### config.mk
export PLATFORM = sky130hd
export DESIGN_NAME = servo_bus_status_receiver_flat
export DESIGN_NICKNAME = d
export VERILOG_FILES = /design/src/rtl/sbsr_pkg.sv /design/src/rtl/sbsr_ifs.sv /design/src/rtl/servo_bus_status_receiver.sv /design/src/flat_wrapper.sv
export SDC_FILE = /design/constraint.sdc
export NUM_CORES = 1
export LEC_CHECK = 0
export BUFFER_PORTS_ARGS = -buffer_cell sky130_fd_sc_hd__clkbuf_2
export CAP_MARGIN = 20
export CORE_ASPECT_RATIO = 0.8
export CORE_MARGIN = 1.5
export CORE_UTILIZATION = 30
export CTS_CLUSTER_DIAMETER = 100
export DETAILED_ROUTE_END_ITERATION = 7
export SKIP_LAST_GASP = 1
export SLEW_MARGIN = 25
export SYNTH_ARGS = -nofsm -noshare
export SYNTH_HDL_FRONTEND = slang
export SYNTH_SLANG_ARGS = --single-unit
### constraint.sdc
create_clock -name i_clk -period 6.75 [get_ports i_clk]
set_input_delay 1.35 -clock i_clk [delete_from_list [all_inputs] [get_ports i_clk]]
set_output_delay 1.35 -clock i_clk [all_outputs]
set_load 0.005 [all_outputs]
### src/rtl/sbsr_pkg.sv
// Package: shared types and constants of the servo bus status receiver.
package sbsr_pkg;

    localparam int SBSR_MAX_PARAMS = 64;

    localparam logic [7:0] BCAST_ID     = 8'd254;
    localparam logic [7:0] HDR_BYTE     = 8'hFF;
    localparam logic [7:0] MIN_LEN      = 8'd2;
    localparam logic [7:0] RESET_ID     = 8'd1;

    typedef enum logic [1:0] {
        OP_START   = 2'd0,
        OP_BYTE    = 2'd1,
        OP_TIMEOUT = 2'd2
    } t_op;

    typedef enum logic [1:0] {
        ST_OK      = 2'd0,
        ST_CORRUPT = 2'd1,
        ST_TIMEOUT = 2'd2
    } t_status;

    typedef enum logic {
        KIND_PARAM  = 1'b0,
        KIND_STATUS = 1'b1
    } t_kind;

    typedef enum logic [5:0] {
        PH_HUNT  = 6'b000001,
        PH_ID    = 6'b000010,
        PH_LEN   = 6'b000100,
        PH_ERR   = 6'b001000,
        PH_PARAM = 6'b010000,
        PH_SUM   = 6'b100000
    } t_phase;

endpackage

### src/rtl/sbsr_ifs.sv
// Interfaces: input item, result item and configuration write channels.
interface sbsr_in_if;
    logic       valid;
    logic       ready;
    logic [1:0] operation;
    logic [7:0] data;

    modport source (output valid, output operation, output data, input ready);
    modport sink   (input valid, input operation, input data, output ready);
endinterface

interface sbsr_out_if;
    logic       valid;
    logic       ready;
    logic       kind;
    logic [1:0] status;
    logic [7:0] error_bits;
    logic [7:0] param_byte;
    logic [5:0] param_index;

    modport source (output valid, output kind, output status, output error_bits,
                    output param_byte, output param_index, input ready);
    modport sink   (input valid, input kind, input status, input error_bits,
                    input param_byte, input param_index, output ready);
endinterface

interface sbsr_cfg_if;
    logic       valid;
    logic       ready;
    logic [7:0] data;

    modport source (output valid, output data, input ready);
    modport sink   (input valid, input data, output ready);
endinterface

### src/rtl/servo_bus_status_receiver.sv
// Top level: status reply parser for a half-duplex servo bus.
//
//  channel   | dir | payload                                            | transfer when
//  ----------+-----+----------------------------------------------------+--------------
//  i_cfg     | in  | data = expected_id                                 | valid & ready
//  i_item    | in  | operation, data                                    | valid & ready
//  o_result  | out | kind, status, error_bits, param_byte, param_index  | valid & ready
//
// Cycles: one item per cycle while the result slot is free or being taken; an input
//   transfer passes through the input register, then the parse logic into the result
//   register, from which the result transfers.
// Reset: synchronous, active low; expected_id returns to 1, the receiver idles.
// Stalls: a held result blocks the parse stage only; the input register still
//   takes one item while the result waits. Configuration is always ready.
module servo_bus_status_receiver
    import sbsr_pkg::*;
#(
    parameter int MAX_PARAMS = SBSR_MAX_PARAMS
) (
    input  logic               i_clk,
    input  logic               i_rst_n,
    sbsr_cfg_if.sink           i_cfg,
    sbsr_in_if.sink            i_item,
    sbsr_out_if.source         o_result
);

    // Longest legal length byte: error byte, parameters, checksum.
    localparam logic [8:0] LEN_MAX = 9'(MAX_PARAMS + 2);

    // Configuration register.
    logic [7:0] r_expected_id;

    // Input register.
    logic       r_in_valid;
    logic [1:0] r_op;
    logic [7:0] r_data;

    // Parser state.
    logic       r_armed,        n_armed;
    t_phase     r_phase,        n_phase;
    logic       r_header_one,   n_header_one;
    logic       r_got_any,      n_got_any;
    logic [7:0] r_packet_length, n_packet_length;
    logic [7:0] r_byte_count,   n_byte_count;
    logic [7:0] r_running_sum,  n_running_sum;
    logic [7:0] r_error_byte,   n_error_byte;

    // Result register.
    logic       r_out_valid;
    t_kind      r_kind,         n_kind;
    t_status    r_status,       n_status;
    logic [7:0] r_error_bits,   n_error_bits;
    logic [7:0] r_param_byte,   n_param_byte;
    logic [5:0] r_param_index,  n_param_index;
    logic       n_emit;

    logic       w_out_free;
    logic       w_fire;
    logic [8:0] w_param_end;

    // The parse stage advances when the result slot is free or being emptied.
    assign w_out_free   = !r_out_valid || o_result.ready;
    assign w_fire       = r_in_valid && w_out_free;
    assign i_item.ready = !r_in_valid || w_fire;
    assign i_cfg.ready  = 1'b1;

    // Count after this parameter plus the error byte and checksum.
    assign w_param_end  = {1'b0, r_byte_count} + 9'd3;

    always_ff @(posedge i_clk) begin
        if (!i_rst_n) begin
            r_expected_id <= RESET_ID;
        end else if (i_cfg.valid) begin
            r_expected_id <= i_cfg.data;
        end
    end

    // Input register: load on transfer, drop once parsed.
    always_ff @(posedge i_clk) begin
        if (!i_rst_n) begin
            r_in_valid <= 1'b0;
        end else if (i_item.ready) begin
            r_in_valid <= i_item.valid;
        end
    end

    always_ff @(posedge i_clk) begin
        if (i_item.valid && i_item.ready) begin
            r_op   <= i_item.operation;
            r_data <= i_item.data;
        end
    end

    // Parse one item against the current state.
    always_comb begin
        n_armed         = r_armed;
        n_phase         = r_phase;
        n_header_one    = r_header_one;
        n_got_any       = r_got_any;
        n_packet_length = r_packet_length;
        n_byte_count    = r_byte_count;
        n_running_sum   = r_running_sum;
        n_error_byte    = r_error_byte;
        n_emit          = 1'b0;
        n_kind          = KIND_STATUS;
        n_status        = ST_OK;
        n_error_bits    = 8'd0;
        n_param_byte    = 8'd0;
        n_param_index   = 6'd0;

        case (r_op)
            OP_START: begin
                // Drop any reception; broadcast ID reports OK, else hunt a header.
                n_phase         = PH_HUNT;
                n_header_one    = 1'b0;
                n_got_any       = 1'b0;
                n_packet_length = 8'd0;
                n_byte_count    = 8'd0;
                n_running_sum   = 8'd0;
                n_error_byte    = 8'd0;
                if (r_expected_id == BCAST_ID) begin
                    n_emit  = 1'b1;
                    n_armed = 1'b0;
                end else begin
                    n_armed = 1'b1;
                end
            end
            OP_BYTE: begin
                if (r_armed) begin
                    n_got_any = 1'b1;
                    unique case (r_phase)
                        PH_HUNT: begin
                            if (r_data == HDR_BYTE) begin
                                if (r_header_one) begin
                                    n_header_one = 1'b0;
                                    n_phase      = PH_ID;
                                end else begin
                                    n_header_one = 1'b1;
                                end
                            end else begin
                                n_header_one = 1'b0;
                            end
                        end
                        PH_ID: begin
                            if (r_data != r_expected_id) begin
                                n_emit   = 1'b1;
                                n_status = ST_CORRUPT;
                                n_armed  = 1'b0;
                            end else begin
                                n_running_sum = r_data;
                                n_phase       = PH_LEN;
                            end
                        end
                        PH_LEN: begin
                            if (r_data < MIN_LEN || {1'b0, r_data} > LEN_MAX) begin
                                n_emit   = 1'b1;
                                n_status = ST_CORRUPT;
                                n_armed  = 1'b0;
                            end else begin
                                n_packet_length = r_data;
                                n_running_sum   = r_running_sum + r_data;
                                n_phase         = PH_ERR;
                            end
                        end
                        PH_ERR: begin
                            n_error_byte  = r_data;
                            n_running_sum = r_running_sum + r_data;
                            n_byte_count  = 8'd0;
                            n_phase       = (r_packet_length > MIN_LEN) ? PH_PARAM : PH_SUM;
                        end
                        PH_PARAM: begin
                            n_emit        = 1'b1;
                            n_kind        = KIND_PARAM;
                            n_error_bits  = r_error_byte;
                            n_param_byte  = r_data;
                            n_param_index = r_byte_count[5:0];
                            n_running_sum = r_running_sum + r_data;
                            n_byte_count  = r_byte_count + 8'd1;
                            if (w_param_end >= {1'b0, r_packet_length}) begin
                                n_phase = PH_SUM;
                            end
                        end
                        PH_SUM: begin
                            n_emit  = 1'b1;
                            n_armed = 1'b0;
                            if (~r_running_sum == r_data) begin
                                n_error_bits = r_error_byte;
                            end else begin
                                n_status = ST_CORRUPT;
                            end
                        end
                        default: begin
                            n_phase = PH_HUNT;
                        end
                    endcase
                end
            end
            OP_TIMEOUT: begin
                if (r_armed) begin
                    n_emit   = 1'b1;
                    n_armed  = 1'b0;
                    n_status = r_got_any ? ST_CORRUPT : ST_TIMEOUT;
                end
            end
            default: begin
                // Unused operation code: no effect.
            end
        endcase
    end

    always_ff @(posedge i_clk) begin
        if (!i_rst_n) begin
            r_armed         <= 1'b0;
            r_phase         <= PH_HUNT;
            r_header_one    <= 1'b0;
            r_got_any       <= 1'b0;
            r_packet_length <= 8'd0;
            r_byte_count    <= 8'd0;
            r_running_sum   <= 8'd0;
            r_error_byte    <= 8'd0;
        end else if (w_fire) begin
            r_armed         <= n_armed;
            r_phase         <= n_phase;
            r_header_one    <= n_header_one;
            r_got_any       <= n_got_any;
            r_packet_length <= n_packet_length;
            r_byte_count    <= n_byte_count;
            r_running_sum   <= n_running_sum;
            r_error_byte    <= n_error_byte;
        end
    end

    // Result register: load a new result, else clear after transfer.
    always_ff @(posedge i_clk) begin
        if (!i_rst_n) begin
            r_out_valid <= 1'b0;
        end else if (w_fire && n_emit) begin
            r_out_valid <= 1'b1;
        end else if (o_result.ready) begin
            r_out_valid <= 1'b0;
        end
    end

    always_ff @(posedge i_clk) begin
        if (w_fire && n_emit) begin
            r_kind        <= n_kind;
            r_status      <= n_status;
            r_error_bits  <= n_error_bits;
            r_param_byte  <= n_param_byte;
            r_param_index <= n_param_index;
        end
    end

    assign o_result.valid       = r_out_valid;
    assign o_result.kind        = r_kind;
    assign o_result.status      = r_status;
    assign o_result.error_bits  = r_error_bits;
    assign o_result.param_byte  = r_param_byte;
    assign o_result.param_index = r_param_index;

    // A parameter result always carries a zero status.
    a_param_status: assert property (@(posedge i_clk) disable iff (!i_rst_n)
        (r_out_valid && r_kind == KIND_PARAM) |-> (r_status == ST_OK))
        else $error("parameter result with nonzero status");

    // A status result leaves the receiver idle.
    a_status_disarms: assert property (@(posedge i_clk) disable iff (!i_rst_n)
        (w_fire && n_emit && n_kind == KIND_STATUS) |=> !r_armed)
        else $error("receiver still armed after status result");

    // Bytes and timeouts while idle give no result.
    a_idle_silent: assert property (@(posedge i_clk) disable iff (!i_rst_n)
        (w_fire && !r_armed && r_op != OP_START) |-> !n_emit)
        else $error("result produced while idle");

    // In the parameter phase at least one parameter is still due.
    a_param_bound: assert property (@(posedge i_clk) disable iff (!i_rst_n)
        (r_phase == PH_PARAM) |->
        (({1'b0, r_byte_count} + 9'd2) < {1'b0, r_packet_length}))
        else $error("parameter count overran packet length");

    // A full result slot that is not taken is never overwritten.
    a_no_overwrite: assert property (@(posedge i_clk) disable iff (!i_rst_n)
        (r_out_valid && !o_result.ready) |-> !w_fire)
        else $error("parse stage advanced into a held result");

endmodule

### src/flat_wrapper.sv
// flat-port wrapper written by rule: the top's interface ports become plain ports
module servo_bus_status_receiver_flat import sbsr_pkg::*;
#(
    parameter int MAX_PARAMS = SBSR_MAX_PARAMS
)
  (i_clk, i_rst_n, i_cfg_valid, i_cfg_data, i_cfg_ready, i_item_valid, i_item_operation, i_item_data, i_item_ready, o_result_valid, o_result_kind, o_result_status, o_result_error_bits, o_result_param_byte, o_result_param_index, o_result_ready);
  sbsr_cfg_if i_cfg_i ();
  sbsr_in_if i_item_i ();
  sbsr_out_if o_result_i ();
  input  logic i_clk;
  input  logic i_rst_n;
  input wire logic [$bits(i_cfg_i.valid)-1:0] i_cfg_valid;
  input wire logic [$bits(i_cfg_i.data)-1:0] i_cfg_data;
  output wire logic [$bits(i_cfg_i.ready)-1:0] i_cfg_ready;
  input wire logic [$bits(i_item_i.valid)-1:0] i_item_valid;
  input wire logic [$bits(i_item_i.operation)-1:0] i_item_operation;
  input wire logic [$bits(i_item_i.data)-1:0] i_item_data;
  output wire logic [$bits(i_item_i.ready)-1:0] i_item_ready;
  output wire logic [$bits(o_result_i.valid)-1:0] o_result_valid;
  output wire logic [$bits(o_result_i.kind)-1:0] o_result_kind;
  output wire logic [$bits(o_result_i.status)-1:0] o_result_status;
  output wire logic [$bits(o_result_i.error_bits)-1:0] o_result_error_bits;
  output wire logic [$bits(o_result_i.param_byte)-1:0] o_result_param_byte;
  output wire logic [$bits(o_result_i.param_index)-1:0] o_result_param_index;
  input wire logic [$bits(o_result_i.ready)-1:0] o_result_ready;
  assign i_cfg_i.valid = i_cfg_valid;
  assign i_cfg_i.data = i_cfg_data;
  assign i_cfg_ready = i_cfg_i.ready;
  assign i_item_i.valid = i_item_valid;
  assign i_item_i.operation = i_item_operation;
  assign i_item_i.data = i_item_data;
  assign i_item_ready = i_item_i.ready;
  assign o_result_valid = o_result_i.valid;
  assign o_result_kind = o_result_i.kind;
  assign o_result_status = o_result_i.status;
  assign o_result_error_bits = o_result_i.error_bits;
  assign o_result_param_byte = o_result_i.param_byte;
  assign o_result_param_index = o_result_i.param_index;
  assign o_result_i.ready = o_result_ready;
  servo_bus_status_receiver #(.MAX_PARAMS(MAX_PARAMS)) u_core (.i_clk(i_clk), .i_rst_n(i_rst_n), .i_cfg(i_cfg_i), .i_item(i_item_i), .o_result(o_result_i));
endmodule
# Yosys cells after proc, flatten, opt, wreduce, memory -nomap -nowiden
# Cells that the tools add are included.
[totals]
ff_bits = 86
latchBits = 0
mem_bits_rw = 0
romBits = 0
in_bits = 23
out_inout_bits = 28
word_cells = 132
n_memories = 0
[classes]
addsub = 3
multipliers = 0
n_div = 0
order_cmp = 4
n_eq_ne = 25
shift = 0
muxes = 57
n_bitwise = 1
reduce_logical = 24
[ops]
columns = ["op", "count"]
rows = [
  ["$pmux W8 S2", 6],
  ["$mux W8", 10],
  ["$mux W6", 7],
  ["$pmux W6 S6", 1],
  ["$pmux W8 S3", 1],
  ["$mux W1", 20],
  ["$eq A8 B8 Y1 const B", 2],
  ["$pmux W1 S3", 4],
  ["$pmux W6 S2", 1],
  ["$reduce_and A4 Y1", 3],
  ["$ne A2 B2 Y1 const B", 5],
  ["$add A8 B2 Y9 const B", 1],
  ["$ge A9 B8 Y1", 1],
  ["$ne A3 B2 Y1 const B", 3],
  ["$ne A3 B3 Y1 const B", 3],
  ["$reduce_and A9 Y1", 1],
  ["$add A8 B1 Y8 const B", 1],
  ["$add A8 B8 Y8", 1],
  ["$eq A8 B8 Y1", 1],
  ["$gt A8 B2 Y1 const B", 1],
  ["$gt A8 B7 Y1 const B", 1],
  ["$lt A8 B2 Y1 const B", 1],
  ["$ne A8 B8 Y1", 1],
  ["$not A8 Y8", 1],
  ["25 further kinds", 37],
]

# Depth between registers and ports, before layout
# Gate-level depths: netlist (run 1).
[logic_depth]
depth_word = 8
ltp_mapped = 13
mapped_depth_nobuf = 12

# Worst setup path before layout (run 1)
# OpenSTA, ideal clock, no wires.
[synth_path]
path_type = "input to register"
start = "input port o_result_ready"
end = "register u_core.r_error_bits[0] (netlist: u_core.o_result.error_bits[0]) (enable)"
t_arrival_ns = 3.228
required_time_ns = 6.326
setup_slack_ns = 3.098
stages = 4
n_path_buf = 0
path_cell_list = "nor2b_1 nor3b_1 a21bo_2 a31oi_1"
[synth_via]
elab_chain_len = 3
[synth_lines]
columns = ["element", "line_no", "text"]
rows = [
  ["start: declaration", "flat_wrapper.sv:25", "input wire logic [$bits(o_result_i.ready)-1:0] o_result_ready;"],
  ["$logic_or A1 B1 Y1", "servo_bus_status_receiver.sv:62", "assign w_out_free = !r_out_valid || o_result.ready;"],
  ["$logic_and A1 B1 Y1", "servo_bus_status_receiver.sv:63", "assign w_fire = r_in_valid && w_out_free;"],
  ["$logic_and A1 B1 Y1", "servo_bus_status_receiver.sv:245", "if (w_fire && n_emit) begin"],
  ["end signal: assignment", "servo_bus_status_receiver.sv:248", "r_error_bits <= n_error_bits;"],
  ["end: declaration", "servo_bus_status_receiver.sv:52", "logic [7:0] r_error_bits, n_error_bits;"],
]
# Every way passes these cells.
# A chain may end at the register's enable or synchronous reset.

# Worst setup path after layout (run 1)
[layout_path]
start = "input port o_result_ready"
end = "output port i_item_ready"
[layout_via]
elab_chain_len = 3
[layout_lines]
columns = ["element", "line_no", "text"]
rows = [
  ["$logic_or A1 B1 Y1", "servo_bus_status_receiver.sv:62", ""],
  ["$logic_and A1 B1 Y1", "servo_bus_status_receiver.sv:63", ""],
  ["$logic_or A1 B1 Y1", "servo_bus_status_receiver.sv:64", "assign i_item.ready = !r_in_valid || w_fire;"],
  ["end: declaration", "flat_wrapper.sv:18", "output wire logic [$bits(i_item_i.ready)-1:0] i_item_ready;"],
]
# Every way passes these cells.

==> summary.txt, run 1 <==
Critical path
  – Crit-path cells: clkbuf_2 -> nor2b_1 -> nand2_1 -> clkbuf_2
  – Critical Setup Path Class: primary input to output pin
  – Slowest CP cell: nor2b_1
  – Worst setup path start: o_result_ready
  – CP required: ~5.4 ns
  – Crit start category: primary input
  – Arrival time of the worst setup path: a little under 2 ns
  – Worst Path Buf+Inv: 2
  – R2R setup slack: 3.77 ns
  – Worst r2r dst: u_core.r_running_sum[7]
  – CP endpoint kind: output pin
  – Cells on worst reg2reg path: 8
  – Reg-to-reg startpoint: u_core.r_op[1]
  – Most used cell, CP: clkbuf_2
  – CP delay by family, top: simple AND/OR/NAND/NOR gates
  – Worst stage delay on the critical path: around 0.27 ns
  – Critical Path Fanout Max: 5
  – CP Depth: 4

Global route
  – Largest net degree at the start of global routing: 46
  – GR Util met2: about 20%
  – GR Overflow Total: 0
  – First-pass GRT wire length: around 18000 um
  – GR Util All Layers: 14.2%
  – Met3 GRT Util: 4.24%
  – Vias in the first global route: between 3000 and 4000
  – GR peak layer: met2
  – Initial antenna violation count: 0
  – GR Layer Usage met1: 20.5%

Routing
  – ANT nets after route: 0
  – DRT Pass-1 Iters: 4
  – Initial drt markers: ~310
  – Drt wl/cell: roughly 16 um
  – Routed vias/inst: ~5.1
  – Via count: 3536
  – Routed WL: around 11000 um
  – DRC: 0

Floorplanning
  – DIE WIDTH: between 100 and 150 um
  – Die area: about 16000 um^2
  – Core footprint: between 15000 and 20000 um^2
  – Rows: 40
  – IO Pins: just over 50
  – Die Ht: 114 um
  – Initial Util: between 30% and 40%

STA
  – Fmax: between 0.3 and 0.4 GHz
  – RSZ-0062 raised after global routing: false
  – # setup viols final: 0
  – Fin crit share: 48.5%
  – Min Tclk post-route: approximately 3.3 ns
  – Slew Limit Fails: 0
  – Skew final: between 0.006 and 0.007 ns
  – Normalized max-slew margin: between 40% and 50%
  – Worst-Margin Slew: 0.879 ns
  – Final hold viol count: 0
  – Setup TNS: 0 ns

Synth
  – Sequential area share after synthesis: around 45%
  – Mapped Avg Cell Area: around 9.9 um^2
  – Number of synthesized register bits: 86
  – Synthesized net count: between 500 and 600
  – Top FF cell, synth: dfxtp_1
  – Yosys top cell by area: edfxtp_1
  – Top cell type's share of synthesized area: between 20% and 30%
  – Syn Std Cell Area: ~4600 um^2
  – Post-Syn Instances: ~460
  – Ys Warns: 0
  – Top cells by area, synth: edfxtp_1 (23%), dfxtp_1 (22%), ha_1 (5.7%)
  – Post-synth EDFFs: 35
  – Cell variety after synth: just over 60
  – FFs w/ async S/R, synth: 0%

Clocking
  – Worst-skew pair later-pin latency: 0.34 ns
  – TritonCTS clock tree: yes
  – Post-CTS setup buffers: 0
  – Clock sink total: 86
  – Clk buf depth: 2
  – Number of gates resized after CTS: 0
  – Root Driver: clkbuf_16
  – Total CTS buffers: 9
  – Depth of the CTS H-tree: 3
  – Register clock-pin slew on the reported worst setup and hold paths: about 0.06 ns
  – Post-CTS Hold Fix Bufs: 0

Placed design
  – Final GP Congestion: 0.836
  – Number of port buffers: 49
  – Final HPWL from detailed placement: approximately 7700 um

Layout
  – Area delta synth->final: 15.3%
  – Layout Utilization: around 35%
  – Diode count: 0
  – Layout cells sized above 1: between 15 and 20%
  – Commonest non-fill, non-tap cell in the layout: dfxtp_1
  – Commonest non-fill, non-tap cells in the layout: dfxtp_1 (51), clkbuf_2 (49), nand2_1 (41)
  – Fin nets: 546

Power
  – Cell-internal power: approximately 900 uW
  – Combinational Power Share: about 6.2%
  – Switching Power: roughly 270 uW
  – Leakage: 2.01 nW
  – P per Cell Area: 223 nW/um^2
  – Clock group share of total power: between 40% and 50%
  – Reg power frac: around half
  – VDD IR-drop max: between 100 and 150 uV
  – Switching part of the total: approximately 23%

Min path
  – Worst Hold Path Cells: 2
  – Hold Path Class: flip-flop to flip-flop
  – Hold_sp: u_core.r_packet_length[7]
  – Worst Hold Endpoint: u_core.r_packet_length[7]

Run
  – Max-Cap Viols: 0

Outcome
  – Status: finished clean
how the worst max path moves through the flow:
stage	end	slack, ns
floorplan	u_core.o_result.error_bits[0]	3.10
global placement	i_item_ready	3.51
detailed placement	i_item_ready	3.48
CTS	i_item_ready	3.48
global route	i_item_ready	3.39
finish	i_item_ready	3.47
cell type report:
class / count / area [um^2]
Fill cell: 1523 / 9710
Multi-Input combinational cell: 334 / 2340
Tap cell: 189 / 236
Clock inverter: 6 / 91.3
Inverter: 18 / 67.6
Clock buffer: 10 / 229
Timing Repair Buffer: 52 / 268
Sequential cell: 86 / 2070
cells by family after synthesis:
family / Yosys count / synth area share (%)
AOI/OAI and AO/OA: 74 / 11.7
xor gates and xnor gates: 28 / 5.33
adders and majority gates: 22 / 6.14
buffers and inverters: 43 / 4.21
DFF: 86 / 45.0
muxes: 28 / 6.17
other: 1 / 0.0814
and+or+nand+nor: 181 / 21.4
tightest hold or removal path, cell delays in order (launching register included):
cell and delay [ns]:
dfxtp_1 0.32, nand2_1 0.06, nor2_1 0.03
synth_stat cells (all sizes together) (2+ instances only):
master and count:
o21ai 13, ha 21, nand3b 2, nand4b 5, clkbuf 12, a311oi 2
nand4 10, a211oi 5, nand2b 6, xnor2 10, nor2b 16, buf 13
nand2 42, a21o 4, or4 2, o211ai 3, a21oi 11, dfxtp 51
mux2i 25, nor4 4, a21boi 14, nor2 26, xor2 18, o21a 3
mux2 3, inv 18, edfxtp 35, nor3 8, nand3 21, a31oi 4
and3 4, o22ai 6, and2 30
through the flow:
| stage | cells | hold slack (ns) | total power, mW | setup slack [ns] | instance area, um^2 |
|---|---|---|---|---|---|
| after floorplan | 463 | 0.422 | 0.626 | 3.10 | 4600 |
| after global placement | 678 | 0.434 | 0.651 | 3.51 | 4980 |
| after detailed placement | 679 | 0.442 | 0.654 | 3.48 | 4990 |
| after CTS | 695 | 0.452 | 1.19 | 3.48 | 5310 |
| after global routing | 695 | 0.488 | 1.23 | 3.39 | 5310 |
| final | 695 | 0.451 | 1.18 | 3.47 | 5310 |
flip-flops by register name, summed over array words and instances (netlist names):
signal / flops
u_core.r_data: 8
u_core.r_byte_count: 8
u_core.r_op: 2
u_core.r_error_byte: 8
u_core.o_result.error_bits: 8
u_core.r_packet_length: 8
u_core.r_expected_id: 8
u_core.r_phase: 6
u_core.o_result.kind: 1
u_core.o_result.status: 2
u_core.r_running_sum: 8
u_core.o_result.valid: 1
u_core.r_got_any: 1
u_core.r_armed: 1
u_core.r_in_valid: 1
u_core.o_result.param_byte: 8
u_core.r_header_one: 1
u_core.o_result.param_index: 6
power by group through the flow:
stage,Sequential [mW],Clock [mW],Combinational (mW)
finish,0.569,0.539,0.0737
global route,0.570,0.577,0.0819
CTS,0.569,0.551,0.0739
detailed placement,0.581,0,0.0734
global placement,0.580,0,0.0709
floorplan,0.568,0,0.0582
per-layer routing:
layer	up-vias	routed length (um)	share of wire [%]
li1	1716	-	-
met1	1673	5440	50
met2	128	4480	41
met3	19	703	6.5
met4	0	205	1.9
met5	-	0	0
(Power assumes the default switching activity.)
==> run 2: changes to the inputs <==
==> constraint.sdc (replaced) <==
create_clock -name i_clk -period 2.7 [get_ports i_clk]
set_input_delay 0.54 -clock i_clk [delete_from_list [all_inputs] [get_ports i_clk]]
set_output_delay 0.54 -clock i_clk [all_outputs]
set_load 0.005 [all_outputs]
==> run 2 against run 1 <==
Against the previous run: wire length is 3.1% lower; flip-flop and latch count stayed put; worst setup slack worse by 3.3 ns; critical endpoint is now u_core.r_phase[1].
==> summary.txt, run 2 (same netlist as run 1, synthesis figures left out) <==
Power
  – VDD IR-drop max: 298 uV (was 106 uV)
  – Cell-internal power: 2.19 mW (was 908 uW)
  – Clock group share of total power: 43.6% (was 45.6%)
  – Leakage: 2.09 nW (was 2.01 nW)
  – Switching part of the total: 24.0% (was 23.2%)
  – Power, Total: 2.88 mW (was 1.18 mW)
  – Combinational Power Share: 8.1% (was 6.2%)
  – Switching Power: 691 uW (was 274 uW)
  – Reg power frac: 48.3% (was 48.2%)
  – P per Cell Area: 523 nW/um^2 (was 223 nW/um^2)

Clocking
  – Clk buf depth: 2 (unchanged)
  – Clock sink total: 86 (unchanged)
  – Total CTS buffers: 9 (unchanged)
  – Depth of the CTS H-tree: 3 (unchanged)
  – Worst-skew pair later-pin latency: 0.34 ns (about the same)
  – TritonCTS clock tree: yes (unchanged)
  – Register clock-pin slew on the reported worst setup and hold paths: 0.07 ns (was 0.06 ns)
  – Root Driver: clkbuf_16 (unchanged)

Routing
  – ANT nets after route: 0 (unchanged)
  – Via count: 3492 (was 3536)
  – DRC: 0 (unchanged)
  – Drt wl/cell: 14.7 um (was 15.6 um)
  – DRT Pass-1 Iters: 4 (unchanged)
  – Routed WL: 10500 um (was 10800 um)
  – Initial drt markers: 150 (was 305)
  – Routed vias/inst: 4.88 (was 5.09)

Layout
  – Layout Utilization: 36.7% (was 35.4%)
  – Fin nets: 566 (was 546)
  – Commonest non-fill, non-tap cells in the layout: dfxtp_1 (50), clkbuf_2 (49), nand2_1 (41) (was dfxtp_1 (51), clkbuf_2 (49), nand2_1 (41))
  – Diode count: 0 (unchanged)
  – Area delta synth->final: 19.7% (was 15.3%)
  – Layout cells sized above 1: 20.9% (was 16.6%)
  – Final Instance Area: 5510 um^2 (was 5310 um^2)
  – Commonest non-fill, non-tap cell in the layout: dfxtp_1 (unchanged)
  – Layout Cells excl Fill: 715 (was 695)

STA
  – Worst-Margin Slew: 0.706 ns (was 0.879 ns)
  – Fmax: roughly 0.39 GHz
  – # setup viols final: 0 (unchanged)
  – Fin crit share: a little over nine tenths
  – WHS: 0.375 ns (was 0.451 ns)
  – Normalized max-slew margin: 52.9% (was 41.4%)
  – Slew Limit Fails: 0 (unchanged)
  – Skew final: 0.0109 ns (was 0.00641 ns)
  – Final hold viol count: 0 (unchanged)
  – Min Tclk post-route: approximately 2.5 ns
  – Final Worst Setup Slack: 0.158 ns (was 3.47 ns)
  – Setup TNS: 0 ns (unchanged)

Global route
  – GR Util All Layers: 13.7% (was 14.2%)
  – First-pass GRT wire length: 17500 um (was 17800 um)
  – Largest net degree at the start of global routing: 35 (was 46)
  – Vias in the first global route: 3444 (was 3425)
  – GR Overflow Total: 0 (unchanged)
  – Initial antenna violation count: 0 (unchanged)

Critical path
  – Slowest CP cell: or3_4 (was nor2b_1)
  – Crit-path cells: and3_4 -> and3_4 -> o21ai_1 -> xnor2_1 -> ha_1 -> nand3_1 -> or3_4 -> a311oi_4 -> nand2_4 -> mux2i_1 (was clkbuf_2 -> nor2b_1 -> nand2_1 -> clkbuf_2)
  – CP endpoint kind: flip-flop (was output pin)
  – Cells on worst reg2reg path: 10 (was 8)
  – Arrival time of the worst setup path: 2.79 ns (was 1.93 ns)
  – Worst stage delay on the critical path: 0.39 ns (was 0.27 ns)
  – Most used cell, CP: and3_4 (was clkbuf_2)
  – Crit start category: flip-flop (was primary input)
  – CP required: 2.95 ns (was 5.40 ns)
  – Critical Path Fanout Max: 6 (was 5)
  – Critical Setup Path Class: flip-flop to flip-flop (was primary input to output pin)

Floorplanning
  – Core footprint: 15000 um^2 (unchanged)
  – Rows: 40 (unchanged)
  – Die Ht: 114 um (unchanged)
  – Initial Util: 30.7% (unchanged)
  – Die area: 16100 um^2 (unchanged)
  – DIE WIDTH: 142 um (unchanged)
  – IO Pins: 51 (unchanged)

Placed design
  – Placed cell count: 698 (was 679)
  – Worst slack, placed: 0.0255 ns (was 3.48 ns)
  – Placed Area: 5150 um^2 (was 4990 um^2)
  – Final HPWL from detailed placement: 7690 um (was 7680 um)
  – Number of port buffers: 49 (unchanged)
  – Final GP Congestion: 0.865 (was 0.836)

Run
  – Max-Cap Viols: 0 (unchanged)

Outcome
  – Status: finished clean (unchanged)

Min path
  – Hold Path Class: primary input to flip-flop (was flip-flop to flip-flop)
  – Worst Hold Path Cells: 1 (was 2)
[run 2: routing by layer]
| layer | track usage, % | vias up | part of all wire [%] |
|---|---|---|---|
| li1 | - | 1754 | - |
| met1 | 19.2 | 1636 | 49 |
| met2 | 20.9 | 91 | 43 |
| met3 | 3.57 | 11 | 6.1 |
| met4 | 3.71 | 0 | 1.1 |
| met5 | 0 | - | 0 |
[run 2: worst max-delay path: cells and delay by family, from the launching register on]
family	cells	cell delay (ns)
AND/OR/NAND/NOR	5	1.02
AO/OA/AOI/OAI	2	0.43
flip-flops	1	0.37
adder cells (fa/ha/maj)	1	0.31
multiplexers	1	0.20
XOR/XNOR	1	0.13
[run 2: final timing paths]
check        slack (ns)                   endpoint                       from
min reg2reg        0.45  u_core.r_packet_length[7]  u_core.r_packet_length[7]
max                0.16          u_core.r_phase[1]     u_core.r_byte_count[4]
min                0.38           u_core.r_data[0]             i_item_data[0]
max reg2reg        0.16          u_core.r_phase[1]     u_core.r_byte_count[4]
[run 2: final cells by class]
| class | instances | area, um^2 |
|---|---|---|
| Fill cell | 1513 | 9500 |
| Multi-Input combinational cell | 334 | 2390 |
| Sequential cell | 86 | 2080 |
| Timing Repair Buffer | 72 | 443 |
| Tap cell | 189 | 236 |
| Clock buffer | 10 | 229 |
| Clock inverter | 6 | 68.8 |
| Inverter | 18 | 67.6 |
[run 2: repair_timing]
action,in CTS,in global routing
hold buffers,0,0
gates resized for setup,1,10
pin swaps,0,6
buffers inserted,0,1
endpoints found under the setup margin,3,8
[run 2: power groups by stage]
stage / clock network, mW / registers (mW) / logic [mW]
5_1_grt: 1.34 / 1.40 / 0.258
4_1_cts: 1.29 / 1.40 / 0.227
3_3_place_gp: 0 / 1.42 / 0.221
6_report: 1.26 / 1.39 / 0.234
3_5_place_dp: 0 / 1.42 / 0.226
2_1_floorplan: 0 / 1.42 / 0.146
==> run 3: changes to the inputs <==
--- a/config.mk
+++ b/config.mk
@@ -6,12 +6,15 @@
 export NUM_CORES = 1
 export LEC_CHECK = 0
 export BUFFER_PORTS_ARGS = -buffer_cell sky130_fd_sc_hd__clkbuf_2
-export CAP_MARGIN = 20
+export CAP_MARGIN = 10
+export CELL_PAD_IN_SITES_DETAIL_PLACEMENT = 1
+export CELL_PAD_IN_SITES_GLOBAL_PLACEMENT = 2
 export CORE_ASPECT_RATIO = 0.8
 export CORE_MARGIN = 1.5
 export CORE_UTILIZATION = 30
 export CTS_CLUSTER_DIAMETER = 100
 export DETAILED_ROUTE_END_ITERATION = 7
+export PLACE_DENSITY_LB_ADDON = 0.1
 export SKIP_LAST_GASP = 1
 export SLEW_MARGIN = 25
 export SYNTH_ARGS = -nofsm -noshare
==> run 3 against run 2 <==
Against the previous run: final area grew 1.2%; worst hold slack lost 0.0044 ns; die area is the same; fmax grew 2.1%; critical path depth shrank 3; sequential share of layout area shrank 0.47 points; highest routed layer unchanged; flip-flop and latch count is the same; clock skew shrank 0.0052 ns; first-iteration DRC count shrank 13%; wire length grew 20%; non-clock buffer count grew 5; combinational power is essentially flat.
==> summary.txt, run 3 (same netlist as run 1, synthesis figures left out) <==
Routing
  – Routed WL: 12600 um (was 10500 um)
  – ANT nets after route: 0 (unchanged)
  – Drt wl/cell: 17.5 um (was 14.7 um)
  – Initial drt markers: 131 (was 150)
  – Routed vias/inst: 4.99 (was 4.88)
  – Via count: 3590 (was 3492)
  – DRC: 0 (unchanged)
  – DRT Pass-1 Iters: 4 (unchanged)

Layout
  – Fin nets: 571 (was 566)
  – Layout Utilization: 37.2% (was 36.7%)
  – Area occupied by registers: 2070 um^2 (was 2080 um^2)
  – Diode count: 0 (unchanged)
  – Layout Cells excl Fill: 720 (was 715)
  – Fillers: 1743 (was 1513)
  – Final Instance Area: 5580 um^2 (was 5510 um^2)
  – Layout cells sized above 1: 21.1% (was 20.9%)
  – Area delta synth->final: 21.1% (was 19.7%)
  – Commonest non-fill, non-tap cells in the layout: clkbuf_2 (49), dfxtp_1 (49), nand2_1 (41) (was dfxtp_1 (50), clkbuf_2 (49), nand2_1 (41))
  – Multi-input gate area: 2360 um^2 (was 2390 um^2)

Critical path
  – CP required: 2.75 ns (was 2.95 ns)
  – Reg-to-reg startpoint: u_core.r_phase[1] (was u_core.r_byte_count[4])
  – R2R setup slack: 0.21 ns (was 0.16 ns)
  – Critical Path Fanout Max: 24 (was 6)
  – Worst setup path start: u_core.r_phase[1] (was u_core.r_byte_count[4])
  – Arrival time of the worst setup path: 2.54 ns (was 2.79 ns)
  – Crit start category: flip-flop (unchanged)
  – CP endpoint kind: flip-flop (unchanged)
  – Critical Setup Path Class: flip-flop to flip-flop (unchanged)

Power
  – P per Cell Area: 571 nW/um^2 (was 523 nW/um^2)
  – Cell-internal power: 2.49 mW (was 2.19 mW)
  – Reg power frac: 43.8% (was 48.3%)
  – Switching part of the total: 21.9% (was 24.0%)
  – Switching Power: 699 uW (was 691 uW)
  – Power, Total: 3.19 mW (was 2.88 mW)
  – VDD IR-drop max: 387 uV (was 298 uV)
  – Clock group share of total power: 48.8% (was 43.6%)
  – Leakage: 2.16 nW (was 2.09 nW)
  – Combinational Power Share: 7.4% (was 8.1%)

Global route
  – Largest net degree at the start of global routing: 45 (was 35)
  – First-pass GRT wire length: 20100 um (was 17500 um)
  – Vias in the first global route: 3720 (was 3444)
  – GR Util All Layers: 16.5% (was 13.7%)
  – Initial antenna violation count: 0 (unchanged)
  – GR Overflow Total: 0 (unchanged)

STA
  – Normalized max-slew margin: 52.6% (was 52.9%)
  – Fin crit share: 92.2% (was 94.2%)
  – Setup TNS: 0 ns (unchanged)
  – Skew final: 0.00571 ns (was 0.0109 ns)
  – Min Tclk post-route: 2.49 ns (was 2.54 ns)
  – Final Worst Setup Slack: 0.209 ns (was 0.158 ns)
  – Slew Limit Fails: 0 (unchanged)
  – # setup viols final: 0 (unchanged)
  – WHS: 0.371 ns (was 0.375 ns)
  – Final hold viol count: 0 (unchanged)
  – Worst-Margin Slew: 0.711 ns (was 0.706 ns)
  – Fmax: 0.402 GHz (was 0.393 GHz)

Floorplanning
  – Die area: 16100 um^2 (unchanged)
  – IO Pins: 51 (unchanged)
  – Core footprint: 15000 um^2 (unchanged)
  – Initial Util: 30.7% (unchanged)
  – DIE WIDTH: 142 um (unchanged)
  – Die Ht: 114 um (unchanged)
  – Rows: 40 (unchanged)

Run
  – Max-Cap Viols: 0 (unchanged)

Clocking
  – TritonCTS clock tree: yes (unchanged)
  – Clk buf depth: 2 (unchanged)
  – Root Driver: clkbuf_16 (unchanged)
  – Register clock-pin slew on the reported worst setup and hold paths: 0.06 ns (was 0.07 ns)
  – Total CTS buffers: 9 (unchanged)
  – Depth of the CTS H-tree: 3 (unchanged)
  – Clock sink total: 86 (unchanged)
  – Worst-skew pair later-pin latency: 0.35 ns (was 0.34 ns)

Outcome
  – Status: finished clean (unchanged)

Placed design
  – Placed Area: 5200 um^2 (was 5150 um^2)
  – Final GP Congestion: 0.786 (was 0.865)
  – Worst slack, placed: 0.133 ns (was 0.0255 ns)
  – Placed cell count: 704 (was 698)
  – Final HPWL from detailed placement: 9220 um (was 7690 um)
  – Number of port buffers: 49 (unchanged)

Min path
  – Hold_sp: i_item_data[0] (unchanged)
  – Hold Path Class: primary input to flip-flop (unchanged)
[run 3: cell count changes in the layout (fill, tap and decap cells not counted), moves of 2 or more]
cell	before	now
and3_1	2	4
and3_4	2	0
buf_4	21	27
bufinv_16	1	4
dfxtp_2	0	2
inv_6	3	0
[run 3: per-layer routing]
layer	GRT usage [%]	vias to the layer above	share of wire, %
met5	0	-	0
met4	5.50	0	1.7
met3	3.69	15	3.2
met2	26.8	55	45
met1	22.0	1760	50
li1	-	1760	-
[run 3: cell type report]
type | instances | area share (%)
clock buffer | 10 | 4.28
clock inverter | 6 | 2.38
inverter | 18 | 1.21
multi-input combinational | 334 | 42.3
sequential | 86 | 37.2
tap | 189 | 4.24
timing repair buffer | 77 | 8.39
[run 3: path summary, 6_finish.rpt]
| path | to | depth (start not counted) |
|---|---|---|
| setup / recovery | u_core.o_result.error_bits[7] | 7 |
| hold / removal | u_core.r_data[0] | 1 |
| setup reg to reg | u_core.o_result.error_bits[7] | 7 |
| hold reg to reg | u_core.r_error_byte[6] | 2 |
[run 3: what timing repair did]
item,in CTS,in global routing
hold buffers,0,0
resized for setup,0,3
hold endpoints to repair,0,0
buffers inserted,0,0
endpoints found under the setup margin,0,6
[run 3: power by group through the flow]
stage	Sequential [mW]	Combinational, mW	Clock, mW
finish	1.40	0.235	1.55
global route	1.40	0.261	1.64
CTS	1.40	0.239	1.60
detailed placement	1.43	0.238	0
floorplan	1.42	0.146	0
global placement	1.42	0.233	0
[run 3: worst max-delay path, cell delays in order, from the launching register on]
cell,delay (ns)
dfxtp_1,0.47
or4b_4,0.53
nor3_4,0.16
a21boi_0,0.29
nor3_1,0.09
buf_4,0.17
a31oi_4,0.25
buf_12,0.22
